<file path="config.mk">
export PLATFORM = sky130hd
export DESIGN_NAME = octahedral_normal_encoder
export DESIGN_NICKNAME = d
export VERILOG_FILES = /design/src/design/octenc_pkg.sv /design/src/design/octahedral_normal_encoder.sv /design/src/design/octenc_div_pipe.sv
export SDC_FILE = /design/constraint.sdc
export NUM_CORES = 2
export LEC_CHECK = 0
export ABC_CLOCK_PERIOD_IN_PS = 23900
export BUFFER_PORTS_ARGS = -buffer_cell sky130_fd_sc_hd__buf_4
export CAP_MARGIN = 20
export CORE_UTILIZATION = 45
export CTS_BUF_LIST = sky130_fd_sc_hd__clkbuf_16
export CTS_CLUSTER_DIAMETER = 30
export DETAILED_ROUTE_END_ITERATION = 7
export HOLD_SLACK_MARGIN = 0.08
export PLACE_DENSITY = 0.68
export SYNTH_ARGS = -nofsm -noshare
export SYNTH_HDL_FRONTEND = slang
export SYNTH_SLANG_ARGS = --single-unit
</file>
<file path="constraint.sdc">
create_clock -name clock -period 23.9 [get_ports clock]
set_clock_uncertainty 0.15 [all_clocks]
set_input_delay 2.39 -clock clock [delete_from_list [all_inputs] [get_ports clock]]
set_output_delay 2.39 -clock clock [all_outputs]
set_load 0.05 [all_outputs]
</file>
<file path="src/design/octenc_pkg.sv">
// Shared types and constants of the octahedral normal encoder.
package octenc_pkg;

   localparam int OCT_COMPONENT_BITS = 16;
   localparam int OCT_QUOT_BITS      = 15;
   localparam int OCT_HALF_BITS      = 16;
   localparam int OCT_WORD_BITS      = 2 * OCT_HALF_BITS;
   localparam int OCT_SNORM_MAX      = 32767;
   localparam int OCT_TWICE_MAX      = 2 * OCT_SNORM_MAX;

   typedef struct packed {
      logic neg_x;
      logic neg_y;
      logic zero;
   } side_type;

endpackage

</file>
<file path="src/design/octahedral_normal_encoder.sv">
// Top level of the octahedral normal encoder: fold, scale, divide and pack.
//
//   Channel   Direction   Word contents
//   req_      in          dir_x, dir_y, dir_z
//   rsp_      out         oct_word
//
// One word is accepted per cycle unless rsp_ stalls; each word passes stages A, B and C,
// then the divider, with one quotient bit per stage over 15 stages, and the output register.
// Reset clears every stage valid bit synchronously; payload registers are not reset.
// Each stage holds its word while the next is full and stalled, so bubbles are squeezed out.
module octahedral_normal_encoder
   import octenc_pkg::*;
#(
   parameter int COMPONENT_BITS = OCT_COMPONENT_BITS,
   parameter int REQ_DATA_BITS  = ((3 * COMPONENT_BITS + 7) / 8) * 8
) (
   input  logic                     clock,
   input  logic                     reset,
   input  logic                     req_tvalid,
   output logic                     req_tready,
   // dir_x, dir_y, dir_z, then zero padding.
   input  logic [REQ_DATA_BITS-1:0] req_tdata,
   output logic                     rsp_tvalid,
   input  logic                     rsp_tready,
   // oct_word.
   output logic [OCT_WORD_BITS-1:0] rsp_tdata
);

   localparam int CB       = COMPONENT_BITS;
   localparam int LEN_BITS = CB + 1;
   localparam int NUM_BITS = CB + 17;
   localparam int DEN_BITS = CB + 2;
   localparam int QB       = OCT_QUOT_BITS;
   localparam int HB       = OCT_HALF_BITS;

   logic [CB-1:0] raw_x;
   logic [CB-1:0] raw_y;
   logic [CB-1:0] raw_z;

   logic          a_valid_ff;
   logic [CB-1:0] a_mag_x_ff;
   logic [CB-1:0] a_mag_y_ff;
   logic [CB-1:0] a_mag_z_ff;
   logic          a_neg_z_ff;
   side_type      a_side_ff;
   logic          a_ready;

   logic                b_valid_ff;
   logic [LEN_BITS-1:0] b_len_ff;
   logic [LEN_BITS-1:0] b_len_in;
   logic [LEN_BITS-1:0] b_num_x_ff;
   logic [LEN_BITS-1:0] b_num_x_in;
   logic [LEN_BITS-1:0] b_num_y_ff;
   logic [LEN_BITS-1:0] b_num_y_in;
   side_type            b_side_ff;
   logic                b_ready;

   logic                c_valid_ff;
   logic [NUM_BITS-1:0] c_num_x_ff;
   logic [NUM_BITS-1:0] c_num_x_in;
   logic [NUM_BITS-1:0] c_num_y_ff;
   logic [NUM_BITS-1:0] c_num_y_in;
   logic [DEN_BITS-1:0] c_den_ff;
   side_type            c_side_ff;
   logic                c_ready;

   logic          div_ready;
   logic          div_valid;
   logic [QB-1:0] div_quot_x;
   logic [QB-1:0] div_quot_y;
   side_type      div_side;

   logic                     out_valid_ff;
   logic [OCT_WORD_BITS-1:0] out_word_ff;
   logic [OCT_WORD_BITS-1:0] out_word_in;
   logic                     out_ready;
   logic [HB-1:0]            mag_x;
   logic [HB-1:0]            mag_y;
   logic [HB-1:0]            snorm_x;
   logic [HB-1:0]            snorm_y;

   assign raw_x = req_tdata[CB-1:0];
   assign raw_y = req_tdata[2*CB-1:CB];
   assign raw_z = req_tdata[3*CB-1:2*CB];

   assign out_ready  = !out_valid_ff || rsp_tready;
   assign c_ready    = !c_valid_ff || div_ready;
   assign b_ready    = !b_valid_ff || c_ready;
   assign a_ready    = !a_valid_ff || b_ready;
   assign req_tready = a_ready;

   // Stage A: magnitudes and signs.
   always_ff @(posedge clock) begin
      if (reset) begin
         a_valid_ff <= 1'b0;
      end else if (a_ready) begin
         a_valid_ff <= req_tvalid;
      end
   end

   always_ff @(posedge clock) begin
      if (a_ready) begin
         a_mag_x_ff      <= raw_x[CB-1] ? (~raw_x + CB'(1)) : raw_x;
         a_mag_y_ff      <= raw_y[CB-1] ? (~raw_y + CB'(1)) : raw_y;
         a_mag_z_ff      <= raw_z[CB-1] ? (~raw_z + CB'(1)) : raw_z;
         a_neg_z_ff      <= raw_z[CB-1];
         a_side_ff.neg_x <= raw_x[CB-1];
         a_side_ff.neg_y <= raw_y[CB-1];
         a_side_ff.zero  <= (raw_x == '0) && (raw_y == '0) && (raw_z == '0);
      end
   end

   // Stage B: length and the folded numerators; L - |y| equals |x| + |z|.
   always_comb begin
      b_len_in   = LEN_BITS'(a_mag_x_ff) + LEN_BITS'(a_mag_y_ff) + LEN_BITS'(a_mag_z_ff);
      b_num_x_in = LEN_BITS'(a_mag_x_ff) + (a_neg_z_ff ? LEN_BITS'(a_mag_z_ff) : '0);
      b_num_y_in = LEN_BITS'(a_mag_y_ff) + (a_neg_z_ff ? LEN_BITS'(a_mag_z_ff) : '0);
   end

   always_ff @(posedge clock) begin
      if (reset) begin
         b_valid_ff <= 1'b0;
      end else if (b_ready) begin
         b_valid_ff <= a_valid_ff;
      end
   end

   always_ff @(posedge clock) begin
      if (b_ready) begin
         b_len_ff   <= b_len_in;
         b_num_x_ff <= b_num_x_in;
         b_num_y_ff <= b_num_y_in;
         b_side_ff  <= a_side_ff;
      end
   end

   // Stage C: the rounding quotient is (2*max*num + L) / (2*L).
   always_comb begin
      c_num_x_in = NUM_BITS'(b_num_x_ff) * NUM_BITS'(OCT_TWICE_MAX) + NUM_BITS'(b_len_ff);
      c_num_y_in = NUM_BITS'(b_num_y_ff) * NUM_BITS'(OCT_TWICE_MAX) + NUM_BITS'(b_len_ff);
   end

   always_ff @(posedge clock) begin
      if (reset) begin
         c_valid_ff <= 1'b0;
      end else if (c_ready) begin
         c_valid_ff <= b_valid_ff;
      end
   end

   always_ff @(posedge clock) begin
      if (c_ready) begin
         c_num_x_ff <= c_num_x_in;
         c_num_y_ff <= c_num_y_in;
         c_den_ff   <= {b_len_ff, 1'b0};
         c_side_ff  <= b_side_ff;
      end
   end

   octenc_div_pipe #(
      .COMPONENT_BITS(COMPONENT_BITS),
      .NUM_BITS      (NUM_BITS),
      .DEN_BITS      (DEN_BITS)
   ) u_div (
      .clock     (clock),
      .reset     (reset),
      .in_valid  (c_valid_ff),
      .in_ready  (div_ready),
      .in_num_x  (c_num_x_ff),
      .in_num_y  (c_num_y_ff),
      .in_den    (c_den_ff),
      .in_side   (c_side_ff),
      .out_valid (div_valid),
      .out_ready (out_ready),
      .out_quot_x(div_quot_x),
      .out_quot_y(div_quot_y),
      .out_side  (div_side)
   );

   // Output stage: apply signs, force the zero vector to zero and pack.
   always_comb begin
      mag_x       = {1'b0, div_quot_x};
      mag_y       = {1'b0, div_quot_y};
      snorm_x     = div_side.neg_x ? (~mag_x + HB'(1)) : mag_x;
      snorm_y     = div_side.neg_y ? (~mag_y + HB'(1)) : mag_y;
      out_word_in = div_side.zero ? '0 : {snorm_y, snorm_x};
   end

   always_ff @(posedge clock) begin
      if (reset) begin
         out_valid_ff <= 1'b0;
      end else if (out_ready) begin
         out_valid_ff <= div_valid;
      end
   end

   always_ff @(posedge clock) begin
      if (out_ready) begin
         out_word_ff <= out_word_in;
      end
   end

   assign rsp_tvalid = out_valid_ff;
   assign rsp_tdata  = out_word_ff;

endmodule

</file>
<file path="src/design/octenc_div_pipe.sv">
// Pipelined restoring divider, one quotient bit per stage, two lanes sharing a divisor.
module octenc_div_pipe
   import octenc_pkg::*;
#(
   parameter int COMPONENT_BITS = OCT_COMPONENT_BITS,
   parameter int NUM_BITS       = COMPONENT_BITS + 17,
   parameter int DEN_BITS       = COMPONENT_BITS + 2
) (
   input  logic                     clock,
   input  logic                     reset,
   input  logic                     in_valid,
   output logic                     in_ready,
   input  logic [NUM_BITS-1:0]      in_num_x,
   input  logic [NUM_BITS-1:0]      in_num_y,
   input  logic [DEN_BITS-1:0]      in_den,
   input  side_type                 in_side,
   output logic                     out_valid,
   input  logic                     out_ready,
   output logic [OCT_QUOT_BITS-1:0] out_quot_x,
   output logic [OCT_QUOT_BITS-1:0] out_quot_y,
   output side_type                 out_side
);

   localparam int QB = OCT_QUOT_BITS;

   logic                valid_ff [QB];
   logic [NUM_BITS-1:0] rem_x_ff [QB];
   logic [NUM_BITS-1:0] rem_y_ff [QB];
   logic [QB-1:0]       quot_x_ff [QB];
   logic [QB-1:0]       quot_y_ff [QB];
   logic [DEN_BITS-1:0] den_ff [QB];
   side_type            side_ff [QB];
   logic                stage_ready [QB+1];

   assign stage_ready[QB] = out_ready;
   assign in_ready        = stage_ready[0];

   for (genvar s = 0; s < QB; s++) begin : g_stage
      localparam int BIT_POS = QB - 1 - s;

      logic                src_valid;
      logic [NUM_BITS-1:0] src_rem_x;
      logic [NUM_BITS-1:0] src_rem_y;
      logic [QB-1:0]       src_quot_x;
      logic [QB-1:0]       src_quot_y;
      logic [DEN_BITS-1:0] src_den;
      side_type            src_side;
      logic [NUM_BITS-1:0] den_shift;
      logic [NUM_BITS:0]   diff_x;
      logic [NUM_BITS:0]   diff_y;
      logic [NUM_BITS-1:0] rem_x_in;
      logic [NUM_BITS-1:0] rem_y_in;
      logic [QB-1:0]       quot_x_in;
      logic [QB-1:0]       quot_y_in;

      if (s == 0) begin : g_first
         assign src_valid  = in_valid;
         assign src_rem_x  = in_num_x;
         assign src_rem_y  = in_num_y;
         assign src_quot_x = '0;
         assign src_quot_y = '0;
         assign src_den    = in_den;
         assign src_side   = in_side;
      end else begin : g_next
         assign src_valid  = valid_ff[s-1];
         assign src_rem_x  = rem_x_ff[s-1];
         assign src_rem_y  = rem_y_ff[s-1];
         assign src_quot_x = quot_x_ff[s-1];
         assign src_quot_y = quot_y_ff[s-1];
         assign src_den    = den_ff[s-1];
         assign src_side   = side_ff[s-1];
      end

      assign stage_ready[s] = !valid_ff[s] || stage_ready[s+1];
      assign den_shift      = NUM_BITS'(src_den) << BIT_POS;

      always_comb begin
         diff_x    = {1'b0, src_rem_x} - {1'b0, den_shift};
         diff_y    = {1'b0, src_rem_y} - {1'b0, den_shift};
         rem_x_in  = diff_x[NUM_BITS] ? src_rem_x : diff_x[NUM_BITS-1:0];
         rem_y_in  = diff_y[NUM_BITS] ? src_rem_y : diff_y[NUM_BITS-1:0];
         quot_x_in = src_quot_x;
         quot_y_in = src_quot_y;
         quot_x_in[BIT_POS] = !diff_x[NUM_BITS];
         quot_y_in[BIT_POS] = !diff_y[NUM_BITS];
      end

      always_ff @(posedge clock) begin
         if (reset) begin
            valid_ff[s] <= 1'b0;
         end else if (stage_ready[s]) begin
            valid_ff[s] <= src_valid;
         end
      end

      always_ff @(posedge clock) begin
         if (stage_ready[s]) begin
            rem_x_ff[s]  <= rem_x_in;
            rem_y_ff[s]  <= rem_y_in;
            quot_x_ff[s] <= quot_x_in;
            quot_y_ff[s] <= quot_y_in;
            den_ff[s]    <= src_den;
            side_ff[s]   <= src_side;
         end
      end
   end

   assign out_valid  = valid_ff[QB-1];
   assign out_quot_x = quot_x_ff[QB-1];
   assign out_quot_y = quot_y_ff[QB-1];
   assign out_side   = side_ff[QB-1];

endmodule

</file>
==> metrics <==
status completed; Via Count 63,100; Synthesized Nets 9,412; synth top area cells edfxtp_1 (51%), ha_1 (9.9%), fa_1 (5.8%), xnor2_1 (3.9%), inv_1 (3.1%); CTS tree done; Synth Register Bits 1,660; drc violations 0; core box area 0.215 mm^2; initial antenna violation count 6; Final GP Congestion 0.947; clock root buffer master clkbuf_16; cts repair resizes 0; Post-DP HPWL approximately 170 mm; Final Hold Viols 0; Top delay family on crit path simple AND/OR/NAND/NOR gates; ys async rst share 0%; worst-skew pair later-pin latency 0.94 ns; CTS buffer count between 300 and 400; initial core utilization 45.2%; CP peak stage delay 0.68 ns; worst hold stages 0; Clock Tree Buf Depth 4; first-pass GRT wire length 343 mm; CTS Hold Buffers Added 0; met2 GRT Util a little under two fifths; vias in the first global route 65,800; share of layout cells above drive strength 1 approximately 10%; I/O Pins 86; vias per cell 5.37; Die Y 467 um; Nets 9,763; die area 0.218 mm^2; Worst setup SP type input port; most used routing layer met2; Syn-to-layout area delta 15.7%; final worst path period need ~9.5 ns; Clock Pin Slew Worst Setup and Hold Paths 0.05 ns; Slew HR between 20 and 25%; first-pass detailed-route iteration total 7; EDFF count, synth 1,656; Max Freq 105 MHz; Crit Path Max Fanout 42; Mapped Cells approximately 8,300; clock sinks between 1,500 and 2,000; GRT Util Overall 20.0%; Seq/Total Area, Yosys between 50% and 60%; die span in x 467 um; Worst Reg-to-Reg Cells 22; ANT nets after route 0; min-delay worst type flop to flop; worst path arrival time 6.99 ns; Core Rows 170; number of cells on the critical path 13; synth warn 0; prevailing post-synth register cell edfxtp_1; share of the synthesized area in the top cell type 51.2%; Initial DRC Count 3,769; RSZ-0062 raised after global routing false; Yosys top cell by area edfxtp_1; number of I/O port buffers 85; Crit path buffers/inverters 4; critical path type input port to output pin; Top cell by count, worst path and3_1; H-Tree Depth 5; met3 usage 2.81%; routed length per instance about 18 um; final wirelength 217 mm; Post-Syn Area 0.0971 mm^2; CP required 21.36 ns; TNS Setup 0 ns; Max-Cap Viols 0; grt ovf 0; Critical Path Sink Type output pin; Worst-Margin Slew roughly 1.2 ns; multi-input logic area 0.0439 mm^2; post-synthesis cell type count ~110; mean post-synth cell area 11.7 um^2; crit path cell chain buf_4 -> nor2b_1 -> and3_1 -> and3_1 -> and2_1 -> inv_4 -> nor2_1 -> and2_1 -> inv_4 -> nor3_1 -> and3_1 -> nand3_2 -> buf_4; register area roughly 0.05 mm^2; Post-CTS Setup Inserts 0; fin. max-slew vios 0; slowest stage cell, crit path nor3_1; fillcell total 17,900; M1 GR Usage 20.9%; Final setup viols 0; crit share post-route 39.9%; largest net degree at the start of global routing between 90 and 100
cell families after synthesis:
family,Yosys count,synth area share [%]
fa+ha+maj,1047,15.7
simple gates,2153,10.8
buf+inv,925,3.61
compound gates,1726,11.1
flops,1660,51.3
mux,115,1.30
xor+xnor,687,6.21
worst register-to-register path, delay by kind of cell (launching register included):
kind            cells  cell delay (ns)
buf+inv             3             0.26
compound gates      4             0.82
fa+ha+maj           7             3.51
flops               1             0.47
xor+xnor            3             0.84
simple gates        5             1.19
layout by cell type, fill, tap and decap left out, types with 67 or more instances in the layout:
| master | synthesis | layout |
|---|---|---|
| edfxtp_1 | 1656 | 1656 |
| inv_1 | 803 | 823 |
| ha_1 | 765 | 765 |
| nor2_1 | 609 | 607 |
| nand2_1 | 540 | 533 |
| a21oi_1 | 526 | 524 |
| o21ai_0 | 435 | 435 |
| xnor2_1 | 432 | 432 |
| clkbuf_16 | 0 | 340 |
| fa_1 | 282 | 282 |
| xor2_1 | 254 | 254 |
| nor3_1 | 184 | 184 |
| a21o_1 | 142 | 142 |
| nand2b_1 | 138 | 138 |
| buf_4 | 2 | 129 |
| nand3_1 | 129 | 126 |
| nor2b_1 | 112 | 112 |
| o21a_1 | 96 | 96 |
| o31ai_1 | 91 | 91 |
| mux2_2 | 89 | 89 |
| nor4_1 | 82 | 82 |
| or3_1 | 67 | 67 |
stage by stage:
stage | area (um^2) | std cells | utilization [%] | setup WS, ns | hold WS (ns)
after floorplan | 97100 | 8313 | - | 11.53 | 0.250
after global placement | 101000 | 11200 | 47.2 | 14.43 | 0.250
after detailed placement | 101000 | 11200 | 47.2 | 14.36 | 0.255
after CTS | 112000 | 11800 | 52.3 | 14.33 | 0.183
after global routing | 112000 | 11800 | 52.4 | 13.96 | 0.198
final | 112000 | 11800 | 52.4 | 14.37 | 0.188
registers in the layout, indices dropped and copies added, names as in the netlist, 32 cells and up:
signal / flops
c_num_x_ff: 33
c_num_y_ff: 32
u_div.rem_y_ff: 462
u_div.quot_y_ff: 120
u_div.den_ff: 224
rsp_tdata: 32
u_div.quot_x_ff: 120
u_div.side_ff: 45
u_div.rem_x_ff: 448
synth_stat cells (96+ instances only):
cell type	number
a21o_1	142
nor3_1	184
edfxtp_1	1656
inv_1	803
nor2b_1	112
xor2_1	254
nand2b_1	138
nand3_1	129
ha_1	765
nand2_1	540
a21oi_1	526
xnor2_1	432
nor2_1	609
o21a_1	96
fa_1	282
o21ai_0	435
clkbuf_1	98
final cells by class:
class                           instances  area share [%]
Clock inverter                        248            2.22
Tap cell                             2838            3.16
Inverter                              806            2.71
Antenna cell                            4         0.00891
Timing Repair Buffer                  132           0.904
Clock buffer                          340            7.57
Sequential cell                      1660            44.3
Multi-Input combinational cell       5728            39.1
layer usage:
metal | routed length (um) | vias to the layer above
met1 | 81500 | 30200
met5 | 0 | -
li1 | - | 30900
met4 | 13600 | 0
met2 | 114000 | 1384
met3 | 7640 | 649
path summary, 6_finish.rpt:
check / from / endpoint / slack (ns)
worst max-delay path: rsp_tready / req_tready / 14.37
worst max register to register: b_num_x_ff[6] / c_num_x_ff[32] / 16.38
worst min register to register: u_div.side_ff[0][5] / u_div.side_ff[0][8] / 0.19
worst min-delay path: u_div.side_ff[0][5] / u_div.side_ff[0][8] / 0.19
Power is left out: the tool's default activity adds up to more than one toggle a clock period on the data nets, which glitch-free logic cannot reach.
